## src/hdl/bls_pkg.sv

```systemverilog
// Package for the battery level smoother: level constants, register indexes
// and small arithmetic helpers. No dependencies.
package bls_pkg;

   localparam int LevelWidth  = 7;
   localparam int RawWidth    = 8;
   localparam int CountWidth  = 12;
   localparam int BadWidth    = 3;

   localparam logic [RawWidth-1:0]   FullLevel      = 8'd100;
   localparam logic [RawWidth-1:0]   CreepUpFloor   = 8'd95;
   localparam logic [RawWidth-1:0]   CreepDownFloor = 8'd90;
   localparam logic [RawWidth-1:0]   DisplayOffset  = 8'd5;
   localparam logic [BadWidth-1:0]   BadReadLimit   = 3'd5;
   localparam logic [CountWidth-1:0] CountMax       = 12'd4095;

   localparam logic [CountWidth-1:0] UpCreepReset   = 12'd720;
   localparam logic [CountWidth-1:0] DownCreepReset = 12'd60;
   localparam logic [CountWidth-1:0] StuckZeroReset = 12'd1800;
   localparam logic [LevelWidth-1:0] LevelReset     = 7'd2;

   typedef enum logic [1:0] {
      CSR_UP_CREEP   = 2'd0,
      CSR_DOWN_CREEP = 2'd1,
      CSR_STUCK_ZERO = 2'd2
   } csr_index_type;

   // Saturating increment of a poll counter.
   function automatic logic [CountWidth-1:0] sat_inc(input logic [CountWidth-1:0] v);
      return (v < CountMax) ? v + 12'd1 : CountMax;
   endfunction

   // Shown level plus the display offset, capped at full.
   function automatic logic [LevelWidth-1:0] display_of(input logic [LevelWidth-1:0] lvl);
      logic [RawWidth-1:0] sum;
      sum = {1'b0, lvl} + DisplayOffset;
      if (sum > FullLevel) begin
         sum = FullLevel;
      end
      return sum[LevelWidth-1:0];
   endfunction

endpackage

```

## src/hdl/battery_level_smoother.sv

```systemverilog
// Battery level smoother top level: input register, one pass of smoothing
// logic and a result register. Depends on bls_pkg.
//
// The block takes one gauge poll per request (raw state-of-charge byte and
// charger-present bit) and returns one result per request: the smoothed
// level, the display level (smoothed level plus five, capped at 100), a
// gauge restart request and a flag that the raw reading was above 100 and
// was ignored. It accepts one request every clock cycle while the result side
// is not stalled; each request passes through the input register and then the
// result register, and the smoothing state is updated as the request moves from
// the one to the other. The result register lets the input register take a new
// request while a result waits, but once both hold a request the request side
// stalls until the result is taken. The three period registers are written
// through the csr_ port and must only be changed while no request is in flight.
module battery_level_smoother
   import bls_pkg::*;
(
   input  logic        clock,
   input  logic        reset,
   // Configuration write port.
   input  logic        csr_we,
   input  logic [1:0]  csr_addr,
   input  logic [11:0] csr_wdata,
   // Request channel. tdata: [7:0] raw_level, [8] charger_present, [15:9] zero.
   input  logic        req_tvalid,
   output logic        req_tready,
   input  logic [15:0] req_tdata,
   // Result channel. tdata: [6:0] shown_level, [13:7] display_level,
   // [14] restart_request, [15] reading_invalid.
   output logic        rsp_tvalid,
   input  logic        rsp_tready,
   output logic [15:0] rsp_tdata
);

   // Configuration registers.
   logic [CountWidth-1:0] up_period_ff, down_period_ff, zero_limit_ff;

   // Input stage.
   logic                in_valid_ff, in_valid_in;
   logic [RawWidth-1:0] in_raw_ff;
   logic                in_usb_ff;

   // Smoothing state.
   logic [LevelWidth-1:0] stored_level_ff, stored_level_in;
   logic [BadWidth-1:0]   bad_count_ff, bad_count_in;
   logic [CountWidth-1:0] creep_count_ff, creep_count_in;
   logic                  faked_full_ff, faked_full_in;
   logic [CountWidth-1:0] zero_count_ff, zero_count_in;
   logic                  restart_done_ff, restart_done_in;

   // Result stage.
   logic                  rsp_valid_ff, rsp_valid_in;
   logic [LevelWidth-1:0] rsp_shown_ff, rsp_shown_in;
   logic                  rsp_restart_ff, rsp_restart_in;
   logic                  rsp_invalid_ff, rsp_invalid_in;

   logic req_accept;
   logic out_load;
   logic advance;

   // The result register can take a new value when empty or being drained.
   assign out_load   = !rsp_valid_ff || rsp_tready;
   assign advance    = in_valid_ff && out_load;
   assign req_tready = !in_valid_ff || out_load;
   assign req_accept = req_tvalid && req_tready;

   always_comb begin
      in_valid_in = in_valid_ff;
      if (req_accept) begin
         in_valid_in = 1'b1;
      end else if (advance) begin
         in_valid_in = 1'b0;
      end
      rsp_valid_in = rsp_valid_ff;
      if (advance) begin
         rsp_valid_in = 1'b1;
      end else if (rsp_tready) begin
         rsp_valid_in = 1'b0;
      end
   end

   // One pass of the smoothing rules over the request in the input register.
   always_comb begin
      logic [RawWidth-1:0]   s;
      logic [RawWidth-1:0]   c;
      logic [RawWidth-1:0]   lower;
      logic [BadWidth-1:0]   bad_next;
      logic [CountWidth-1:0] creep_next;
      logic [CountWidth-1:0] zero_next;
      logic                  allowed;

      s          = {1'b0, stored_level_ff};
      c          = in_raw_ff;
      lower      = s - 8'd1;
      bad_next   = bad_count_ff + 3'd1;
      creep_next = sat_inc(creep_count_ff);
      zero_next  = sat_inc(zero_count_ff);
      allowed    = 1'b0;

      stored_level_in = stored_level_ff;
      bad_count_in    = bad_count_ff;
      creep_count_in  = creep_count_ff;
      faked_full_in   = faked_full_ff;
      zero_count_in   = zero_count_ff;
      restart_done_in = restart_done_ff;
      rsp_shown_in    = stored_level_ff;
      rsp_restart_in  = 1'b0;
      rsp_invalid_in  = 1'b0;

      if (in_raw_ff > FullLevel) begin
         // Out-of-range reading: keep the level, count toward a restart.
         rsp_invalid_in = 1'b1;
         bad_count_in   = bad_next;
         if (bad_next > BadReadLimit) begin
            rsp_restart_in = 1'b1;
            bad_count_in   = '0;
         end
      end else begin
         bad_count_in = '0;

         // Hold back a one-step swing against the charge direction, except
         // when stepping onto empty from a low level or onto full from 99.
         if ((in_usb_ff && (c + 8'd1 == s)) || (!in_usb_ff && (c == s + 8'd1))) begin
            allowed = ((c == 8'd0) && (s <= 8'd2)) ||
                      ((c == FullLevel) && (s == FullLevel - 8'd1));
            if (!allowed) begin
               c = s;
            end
         end

         if (in_usb_ff && (c >= CreepUpFloor) && (c <= s)) begin
            // Near full while charging: creep up one step per period.
            creep_count_in = creep_next;
            if (creep_next >= up_period_ff) begin
               c              = (s + 8'd1 <= FullLevel) ? s + 8'd1 : FullLevel;
               faked_full_in  = 1'b1;
               creep_count_in = '0;
            end else begin
               c = s;
            end
         end else if (!in_usb_ff && (c <= s) && (c >= CreepDownFloor) && faked_full_ff) begin
            // After a faked full: ramp back down toward the true reading.
            creep_count_in = creep_next;
            if (creep_next >= down_period_ff) begin
               creep_count_in = '0;
               if (c >= lower) begin
                  faked_full_in = 1'b0;
               end else begin
                  c = lower;
               end
            end else begin
               c = s;
            end
         end else begin
            creep_count_in = '0;
         end

         // Stuck at zero while charging: one restart per charging session.
         if (in_usb_ff && (c == 8'd0)) begin
            zero_count_in = zero_next;
            if ((zero_next >= zero_limit_ff) && !restart_done_ff) begin
               rsp_restart_in  = 1'b1;
               restart_done_in = 1'b1;
               zero_count_in   = '0;
            end
         end else if (restart_done_ff && !in_usb_ff) begin
            restart_done_in = 1'b0;
         end

         stored_level_in = c[LevelWidth-1:0];
         rsp_shown_in    = c[LevelWidth-1:0];
      end
   end

   // Control and state registers.
   always_ff @(posedge clock) begin
      if (reset) begin
         in_valid_ff     <= 1'b0;
         rsp_valid_ff    <= 1'b0;
         stored_level_ff <= LevelReset;
         bad_count_ff    <= '0;
         creep_count_ff  <= '0;
         faked_full_ff   <= 1'b0;
         zero_count_ff   <= '0;
         restart_done_ff <= 1'b0;
         up_period_ff    <= UpCreepReset;
         down_period_ff  <= DownCreepReset;
         zero_limit_ff   <= StuckZeroReset;
      end else begin
         in_valid_ff  <= in_valid_in;
         rsp_valid_ff <= rsp_valid_in;
         if (advance) begin
            stored_level_ff <= stored_level_in;
            bad_count_ff    <= bad_count_in;
            creep_count_ff  <= creep_count_in;
            faked_full_ff   <= faked_full_in;
            zero_count_ff   <= zero_count_in;
            restart_done_ff <= restart_done_in;
         end
         if (csr_we) begin
            case (csr_index_type'(csr_addr))
               CSR_UP_CREEP:   up_period_ff   <= csr_wdata;
               CSR_DOWN_CREEP: down_period_ff <= csr_wdata;
               CSR_STUCK_ZERO: zero_limit_ff  <= csr_wdata;
               default: ;
            endcase
         end
      end
   end

   // Payload registers.
   always_ff @(posedge clock) begin
      if (req_accept) begin
         in_raw_ff <= req_tdata[7:0];
         in_usb_ff <= req_tdata[8];
      end
      if (advance) begin
         rsp_shown_ff   <= rsp_shown_in;
         rsp_restart_ff <= rsp_restart_in;
         rsp_invalid_ff <= rsp_invalid_in;
      end
   end

   assign rsp_tvalid = rsp_valid_ff;
   assign rsp_tdata  = {rsp_invalid_ff, rsp_restart_ff, display_of(rsp_shown_ff), rsp_shown_ff};

   // The bad-read counter resets once it passes the limit.
   assert property (@(posedge clock) disable iff (reset) bad_count_ff <= BadReadLimit)
      else $error("bad read count above limit");

   // The stored level never leaves the percentage range.
   assert property (@(posedge clock) disable iff (reset) {1'b0, stored_level_ff} <= FullLevel)
      else $error("stored level above full");

   // A request held in the input register is not dropped while the result side stalls.
   assert property (@(posedge clock) disable iff (reset)
                    in_valid_ff && !out_load |=> in_valid_ff)
      else $error("request lost while stalled");

   // A reading that was ignored leaves the shown level unchanged.
   assert property (@(posedge clock) disable iff (reset)
                    advance && rsp_invalid_in |=> rsp_shown_ff == $past(stored_level_ff))
      else $error("ignored reading changed the level");

endmodule

```

## config.mk

```make
export PLATFORM = sky130hd
export DESIGN_NAME = battery_level_smoother
export DESIGN_NICKNAME = d
export VERILOG_FILES = /design/src/hdl/bls_pkg.sv /design/src/hdl/battery_level_smoother.sv
export SDC_FILE = /design/constraint.sdc
export NUM_CORES = 1
export LEC_CHECK = 0
export ABC_AREA = 1
export BUFFER_PORTS_ARGS = -buffer_cell sky130_fd_sc_hd__clkbuf_2
export CELL_PAD_IN_SITES_DETAIL_PLACEMENT = 1
export CELL_PAD_IN_SITES_GLOBAL_PLACEMENT = 1
export CORE_MARGIN = 5
export CORE_UTILIZATION = 48
export CTS_CLUSTER_DIAMETER = 150
export DETAILED_ROUTE_END_ITERATION = 8
export PLACE_DENSITY = 0.88
export SYNTH_ARGS = -nofsm -noshare
export SYNTH_HDL_FRONTEND = slang
export SYNTH_SLANG_ARGS = --single-unit
```

## constraint.sdc

```tcl
create_clock -name clock -period 12.1 [get_ports clock]
set_input_delay 1.21 -clock clock [delete_from_list [all_inputs] [get_ports clock]]
set_output_delay 1.21 -clock clock [all_outputs]
set_load 0.005 [all_outputs]
```

# Yosys cells after proc, flatten, opt, wreduce, memory -nomap -nowiden

Index checks and enable logic that the tools add are counted.

$add $sub $neg: 7
Order comparisons: 14
Equal/unequal tests: 8
Multiplexer cells: 38
Bitwise gates (word level): 1
Reductions and logical operators: 38

Operator list:

| kind                                                                                 | count |
|---|---|
| 12-bit two-way mux                                                                   | 7 |
| 8-bit two-way mux                                                                    | 10 |
| 12-bit greater-or-equal comparator                                                   | 3 |
| 12-bit by 1-bit adder with 12-bit output (second input constant)                     | 2 |
| 12-bit less-than comparator (second input constant)                                  | 2 |
| 1-bit two-way mux                                                                    | 17 |
| 8-bit by 7-bit greater-or-equal comparator with 1-bit output (second input constant) | 2 |
| 8-bit by 7-bit greater-than comparator with 1-bit output (second input constant)     | 2 |
| 8-bit zero test                                                                      | 2 |
| 1-bit logical AND                                                                    | 14 |
| 7-bit two-way mux                                                                    | 2 |
| 2-bit nonzero test                                                                   | 6 |
| 7-bit by 1-bit adder with 8-bit output (second input constant)                       | 1 |
| 7-bit by 3-bit adder with 8-bit output (second input constant)                       | 1 |
| 8-bit by 1-bit adder with 8-bit output (second input constant)                       | 1 |
| 8-bit by 7-bit equality test with 1-bit output                                       | 1 |
| 8-bit by 7-bit equality test with 1-bit output (second input constant)               | 1 |
| 8-bit equality test                                                                  | 1 |
| 8-bit greater-or-equal comparator                                                    | 1 |
| 8-bit by 7-bit less-or-equal comparator with 1-bit output                            | 1 |
| 8-bit by 7-bit less-or-equal comparator with 1-bit output (second input constant)    | 1 |
| 2-bit AND reduction                                                                  | 4 |
| 7-bit by 1-bit subtractor with 8-bit output (second input constant)                  | 1 |
| 7-bit equality test (second input constant)                                          | 1 |
| 14 further kinds                                                                     | 22 |

Flip-flop bits (word level): 92
Bits of input ports: 35
Output and inout bits: 18

# Longest topological paths before layout

Gate-level depths: netlist of the first run.

Depth in word-level cells: 17
Gate-level depth with buffers: 35

# Least setup slack after synthesis of the first run

Ideal clock, no wire load.

Kind: register -> register
Start: reg stored_level_ff[0]
End: reg zero_count_ff[10]
Arrival: 4.050 ns
Data required time: 11.968 ns
Setup slack: 7.917 ns
Stages on the path, launching flop included: 30
Path buffers: 1
Path through: dfxtp_1 > inv_2 > ha_1 > inv_1 > nand2_1 > nand3_1 > nor2_1 > nand3_1 > nor2_2 > nand3_4 > nand2_4 > nand2_2 > nand2_4 > inv_2 > ha_1 > a21oi_1 > nor3_1 > a211oi_1 > nand2_2 > inv_2 > nor2_1 > nor2_1 > nor2_1 > nor2_2 > nand2_1 > nor2_4 > nand3_4 > clkbuf_1 > nand2_1 > a21oi_1

Cells in the longest elaborated chain, start to end: 16
Elaborated cells between the ends (all ways): 35
Those cells by class: add/sub: 2; order compare: 6; eq/ne: 3; mux: 10; reduce/logical: 14

RTL lines:

| what                                                                 | RTL line                                                     | source |
|---|---|---|
| start: declaration                                                   | battery_level_smoother.sv:44                                 | `logic [LevelWidth-1:0] stored_level_ff, stored_level_in;` |
| start signal: assignment                                             | battery_level_smoother.sv:180                                | `stored_level_ff <= LevelReset;` |
| start signal: assignment                                             | battery_level_smoother.sv:193                                | `stored_level_ff <= stored_level_in;` |
| 7-bit by 1-bit adder with 8-bit output, or another cell as far along | battery_level_smoother.sv:123, battery_level_smoother.sv:135 |  |
| 8-bit equality test, or another cell as far along                    | battery_level_smoother.sv:123                                | `if ((in_usb_ff && (c + 8'd1 == s)) \|\| (!in_usb_ff && (c == s + 8'd1))) begin` |
| 1-bit logical AND / 1-bit logical OR (equally long branches)         | battery_level_smoother.sv:123, battery_level_smoother.sv:124 |  |
| 1-bit logical OR / 8-bit two-way mux (equally long branches)         | battery_level_smoother.sv:123, battery_level_smoother.sv:126 |  |
| 8-bit two-way mux                                                    | battery_level_smoother.sv:123                                |  |
| 8-bit two-way mux                                                    | battery_level_smoother.sv:110                                | `if (in_raw_ff > FullLevel) begin` |
| 8-bit by 7-bit less-or-equal comparator with 1-bit output            | battery_level_smoother.sv:131, battery_level_smoother.sv:141 |  |
| 1-bit logical AND (3 in series)                                      | battery_level_smoother.sv:141                                | `end else if (!in_usb_ff && (c <= s) && (c >= CreepDownFloor) && faked_full_ff) begin` |
| 8-bit two-way mux                                                    | battery_level_smoother.sv:141                                |  |
| 8-bit two-way mux *                                                  | battery_level_smoother.sv:131                                | `if (in_usb_ff && (c >= CreepUpFloor) && (c <= s)) begin` |
| 8-bit two-way mux *                                                  | battery_level_smoother.sv:110                                |  |
| 8-bit zero test *                                                    | battery_level_smoother.sv:159                                | `if (in_usb_ff && (c == 8'd0)) begin` |
| 1-bit logical AND *                                                  | battery_level_smoother.sv:159                                |  |
| 3-bit AND reduction (no line) *                                      | --                                                           |  |
| end signal: assignment                                               | battery_level_smoother.sv:197                                | `zero_count_ff <= zero_count_in;` |
| end: declaration                                                     | battery_level_smoother.sv:48                                 | `logic [CountWidth-1:0] zero_count_ff, zero_count_in;` |

Mark *: on every way between the ends. The rest lies on a longest branch, timed or not. The select of a mux whose other input is x is not followed.
A chain may end at the register's enable or synchronous reset.

# Final worst setup path of the first run

Start: reg stored_level_ff[0]
End: reg zero_count_ff[0]

Same word-level chain as after synthesis.

==> results.ini, run 1 <==
[cells_and_area]
final_common_cell = nand2_1
fin_area_mm2 = 0.00742
n_fill_cell = 1872
nets = 1128
multi_input_area_mm2 = 0.00410
postLayoutCoreUtil = 0.535
drive_above_1_share = 0.114
regArea_mm2 = 0.00202
antenna_cells = 0
final_cell_mix = nand2_1, inv_1, a21oi_1
syn2layout_area_growth_pct = 9.02
finalNonFillerCells = 1215

[routing]
drtIter0Drc = 317
drt-total-wl_um = 20400
routed-wl-met3_um = 749
drt-met1-wl_um = 8470
wl_per_cell_um = 16.8
final_antenna_net_count = 0
vias = 6766
first_pass_iters = 5
drcViolationCount = 0
met2_length_um = 10600
viasPerCell = 5.57
top_layer_used = met4

[cts]
post_cts_buffers = 0
h-tree-depth = 3
cts_sinks = 92
clk_transition_reported_paths_ps = 70
holdBufCountCts = 0
worstSkewPairLatency_ps = 360
cts-root-buf = clkbuf_16
clock_path_buffers = 2
tritoncts = built
cts_resized = 0
cts_made_buffers = 9

[global_route]
grt_use_total = 0.248
first_global_vias = 6906
grt_first_pass_wirelength_um = 33300
grt_max_degree = 43
grt_antenna_before_repair = 0
overflow = 0

[yosys]
async_flop_share = 0
synth_seq_cells = 92
ys_warn_count = 0
synthDistinctLibCells = 46
synth_ff_type = dfxtp_1
syn_inst = 1001
yosysSeqAreaShare = 0.297
synth_area_mm2 = 0.00681
synth_fp_nets = 1099
avgSynthCellArea_um2 = 6.80
synth_edf_count = 18

[worst_setup_path]
arrival_ps = 5930
critPathRequiredTime_ps = 12370
worst_r2r_endpoint = zero_count_ff[0]$_SDFFE_PP0P_
worst_setup_path_end_kind = register
rr_startpoint = stored_level_ff[0]$_SDFFE_PP0P_
critPathLaunchType = register
rrSetupSlack_ps = 6450
ff2ff_path_depth = 31
critPathKind = reg2reg
cp_max_fo = 13
path_common_cell = nand2_1
crit_path_top_delay_cell = dfxtp_1
cpPeakStageDelay_ps = 650

[hold_path]
min_from = zero_limit_ff[7]$_SDFFE_PP0P_
hold_depth = 2
worstHoldPathType = reg2reg
hold_path_end = zero_limit_ff[7]$_SDFFE_PP0P_

[placement]
dp_hpwl_um = 15500
pre_cts_ws_ps = 6560
place_inst = 1199
gp_congestion = 0.894
port_buffers = 45
placed_area_mm2 = 0.00712

[sta]
setup-tns-final_ps = 0
period_share = 0.467
min_period_ps = 5650
timing.hold.ws_ps = 463
slew_headroom = 0.251
worstMarginPinSlew_ps = 1120
setup_viol = 0
fmax_ghz = 0.177
maxSlewViolCount = 0
clock-skew-final_ps = 8.36
hold_violations = 0
setup_slack_ps = 6450
rsz0062_at_grt = false

[floorplanning]
die-area_mm2 = 0.0167
fp.dieW_um = 129
io_pins = 53
start_util = 0.491
num_rows = 43
fp.coreArea_mm2 = 0.0139
die_h_um = 129

[power_and_ir_drop]
vdd_drop_max_v = 0.0000749
p_leak_nw = 3.46
power_density_mw_per_mm2 = 102
total_power_mw = 0.757

[outcome]
status = finished clean

[job]
maxCapViolations = 0

[layout make-up]
class                   instances  share of cell area
multi-input cells             738               0.553
clock inverters                 7              0.0101
clock buffers                   9              0.0303
flip-flops and latches         92               0.272
well taps                     180              0.0303
inverters                     142              0.0720
repair buffers                 47              0.0324
[critical path, delay by kind of cell (launching register included)]
kind / cells / cell delay, ps
and+or+nand+nor: 19 / 2450
DFF: 1 / 650
buffers and inverters: 5 / 810
adders and majority gates: 2 / 760
AOI/OAI and AO/OA: 5 / 880
[power by group]
part           switching [mW]  internal, mW
Combinational          0.0841        0.0429
Clock                   0.132         0.162
Sequential             0.0116         0.325
[flip-flops by register name, summed over array words and instances, names as in the netlist, 3 cells and up]
register / flops
in_raw_ff: 8
zero_count_ff: 12
bad_count_ff: 3
zero_limit_ff: 12
stored_level_ff: 7
up_period_ff: 12
down_period_ff: 12
creep_count_ff: 12
rsp_shown_ff: 7
[per-layer routing]
layer  vias to the layer above  GRT usage
met1                      3249      0.285
met4                         0      0.103
met3                        41     0.0392
met2                       127      0.456
li1                       3349          -
met5                         -          0
[worst max path at each step]
| stage | startpoint | endpoint | slack [ps] | depth (start not counted) |
|---|---|---|---|---|
| final | stored_level_ff[0]$_SDFFE_PP0P_ | zero_count_ff[0]$_SDFFE_PP0P_ | 6450 | 31 |
| after global routing | stored_level_ff[1]$_SDFFE_PP1P_ | zero_count_ff[9]$_SDFFE_PP0P_ | 5960 | 31 |
| after CTS | stored_level_ff[0]$_SDFFE_PP0P_ | zero_count_ff[0]$_SDFFE_PP0P_ | 6510 | 31 |
| after detailed placement | stored_level_ff[0]$_SDFFE_PP0P_ | zero_count_ff[0]$_SDFFE_PP0P_ | 6560 | 29 |
| after global placement | stored_level_ff[0]$_SDFFE_PP0P_ | zero_count_ff[4]$_SDFFE_PP0P_ | 6740 | 29 |
| after floorplan | stored_level_ff[0]$_SDFFE_PP0P_ | zero_count_ff[10]$_SDFFE_PP0P_ | 7920 | 29 |
[cells in the mapped netlist (14+ instances only)]
cell,instances,area share
dfxtp_1,74,0.22
inv_2,14,0.0077
o211ai_1,21,0.023
ha_1,63,0.12
inv_1,126,0.069
nand2_1,251,0.14
clkbuf_1,18,0.0099
o21ai_0,59,0.043
nand3_1,85,0.062
edfxtp_1,18,0.079
nor2_1,63,0.035
a21oi_1,88,0.065
[kinds of logic (layout without fill, tap and decap cells)]
| logic type | Yosys count | after routing | synth area share |
|---|---|---|---|
| AOI/OAI and AO/OA | 191 | 191 | 0.157 |
| xor gates and xnor gates | 18 | 18 | 0.0232 |
| adders and majority gates | 63 | 63 | 0.116 |
| buffers and inverters | 171 | 205 | 0.101 |
| DFF | 92 | 92 | 0.297 |
| and+or+nand+nor | 466 | 466 | 0.307 |
Power figures use the tool's default switching activity.
==> inputs of run 2 (changes only) <==
Settings changed: CORE_UTILIZATION 48 to 44, PLACE_DENSITY 0.88 to 0.82.
Clock period 12.1 ns to 5.4 ns, I/O delays scaled along.
==> results.ini, run 2 (synthesis gave the netlist of run 1 again) <==
[worst_setup_path]
cpPeakStageDelay_ps = 690  ; +40 ps
crit_path_top_delay_cell = dfxtp_1
cp_max_fo = 13  ; unchanged
rrSetupSlack_ps = 440  ; -6010 ps
critPathLaunchType = register
worst_setup_path_end_kind = register
worst_r2r_endpoint = zero_count_ff[8]$_SDFFE_PP0P_
ff2ff_path_depth = 31  ; unchanged
path_common_cell = nand2_1
rr_startpoint = stored_level_ff[6]$_SDFFE_PP0P_
critPathKind = reg2reg
critPathRequiredTime_ps = 5670  ; -6700 ps
arrival_ps = 5230  ; -700 ps

[hold_path]
min_from = req_tdata[6]
hold_depth = 1  ; -1
worstHoldPathType = in2reg
hold_path_end = in_raw_ff[6]$_DFFE_PP_

[sta]
maxSlewViolCount = 0  ; unchanged
setup_viol = 0  ; unchanged
clock-skew-final_ps = 12.4  ; +4.07 ps
worstMarginPinSlew_ps = 1180  ; +60.4 ps
hold_violations = 0  ; unchanged
setup-tns-final_ps = 0  ; unchanged
slew_headroom = 0.210  ; -0.0403
fmax_ghz = 0.202  ; +14%
rsz0062_at_grt = false
min_period_ps = 4960  ; -694 ps
period_share = 0.918  ; +0.451

[floorplanning]
start_util = 0.448  ; -0.0426
io_pins = 53  ; unchanged
fp.coreArea_mm2 = 0.0152  ; +9.5%
die_h_um = 134  ; +4.1%
num_rows = 45  ; +4.7%
die-area_mm2 = 0.0181  ; +8.4%
fp.dieW_um = 134  ; +4.1%

[cells_and_area]
final_common_cell = nand2_1
syn2layout_area_growth_pct = 11.5
final_cell_mix = nand2_1, inv_1, a21oi_1
drive_above_1_share = 0.127  ; +0.0130
antenna_cells = 0  ; unchanged
nets = 1140  ; +1.1%

[cts]
post_cts_buffers = 0  ; unchanged
cts_sinks = 92  ; unchanged
cts-root-buf = clkbuf_16
cts_made_buffers = 9  ; unchanged
clock_path_buffers = 2  ; unchanged
clk_transition_reported_paths_ps = 70  ; about the same
worstSkewPairLatency_ps = 350  ; about the same
h-tree-depth = 3  ; unchanged
tritoncts = built

[power_and_ir_drop]
power_density_mw_per_mm2 = 240  ; +130%
total_power_mw = 1.82  ; +140%
vdd_drop_max_v = 0.000282  ; +280%
p_leak_nw = 3.56  ; +2.7%

[outcome]
status = finished clean

[routing]
wl_per_cell_um = 16.3  ; -2.7%
final_antenna_net_count = 0  ; unchanged
drcViolationCount = 0  ; unchanged
first_pass_iters = 7  ; +2
vias = 6678  ; -1.3%
drt-total-wl_um = 20200  ; -1.1%
drtIter0Drc = 391  ; +23%
viasPerCell = 5.41  ; -2.9%

[placement]
dp_hpwl_um = 15200  ; -1.9%
port_buffers = 45  ; unchanged
gp_congestion = 0.905  ; +1.2%

[global_route]
overflow = 0  ; unchanged
grt_use_total = 0.227  ; -0.0208
grt_first_pass_wirelength_um = 33500  ; +0.69%
grt_max_degree = 43  ; unchanged
grt_antenna_before_repair = 0  ; unchanged
first_global_vias = 6835  ; -1.0%

[job]
maxCapViolations = 0  ; unchanged

==> run 2: where the power goes <==
group / total (mW) / internal (mW) / switching (mW)
clock network: 0.776 / 0.485 / 0.291
logic: 0.292 / 0.103 / 0.190
registers: 0.752 / 0.728 / 0.0243
==> run 2: how the worst max path moves through the flow <==
stage | cells past startpoint | slack [ps] | from | endpoint
4_1_cts | 31 | 390 | stored_level_ff[0]$_SDFFE_PP0P_ | zero_count_ff[8]$_SDFFE_PP0P_
6_report | 31 | 440 | stored_level_ff[6]$_SDFFE_PP0P_ | zero_count_ff[8]$_SDFFE_PP0P_
3_5_place_dp | 31 | 430 | stored_level_ff[0]$_SDFFE_PP0P_ | zero_count_ff[8]$_SDFFE_PP0P_
3_3_place_gp | 31 | 530 | stored_level_ff[0]$_SDFFE_PP0P_ | zero_count_ff[1]$_SDFFE_PP0P_
2_1_floorplan | 29 | 1220 | stored_level_ff[0]$_SDFFE_PP0P_ | zero_count_ff[10]$_SDFFE_PP0P_
5_1_grt | 31 | 20 | stored_level_ff[6]$_SDFFE_PP0P_ | zero_count_ff[1]$_SDFFE_PP0P_
==> run 2: stage by stage <==
step / setup WS [ps] / instances / area (µm²) / hold WS (ps) / utilization
floorplan: 1220 / 1001 / 6810 / 435 / -
global placement: 528 / 1219 / 7220 / 452 / 0.475
detailed placement: 431 / 1219 / 7220 / 452 / 0.475
CTS: 394 / 1235 / 7590 / 353 / 0.499
global route: 16.1 / 1235 / 7590 / 344 / 0.499
finish: 442 / 1235 / 7590 / 361 / 0.499
==> run 2: per-layer routing <==
| metal | vias up | wire (µm) | GRT usage | part of all wire |
|---|---|---|---|---|
| met5 | - | 0 | 0 | 0 |
| met1 | 3167 | 9030 | 0.280 | 0.45 |
| li1 | 3380 | - | - | - |
| met4 | 0 | 390 | 0.0645 | 0.019 |
| met3 | 28 | 599 | 0.0364 | 0.030 |
| met2 | 103 | 10100 | 0.409 | 0.50 |
==> run 2: layout make-up <==
class	count	area [µm²]
multi-input cells	738	4100
clock buffers	10	250
well taps	188	235
repair buffers	59	330
clock inverters	6	115
fillers	2020	7610
flip-flops and latches	92	2020
inverters	142	534
==> run 2: what timing repair did <==
item,in CTS,in global routing
endpoints found under the setup margin,0,13
hold buffers,0,0
gates resized for setup,0,2
==> run 2: critical path, delay by kind of cell, from the launching register on <==
kind	cells	cell delay [ps]
and+or+nand+nor	19	2140
DFF	1	690
AOI/OAI and AO/OA	6	1110
buffers and inverters	5	630
adders and majority gates	1	300
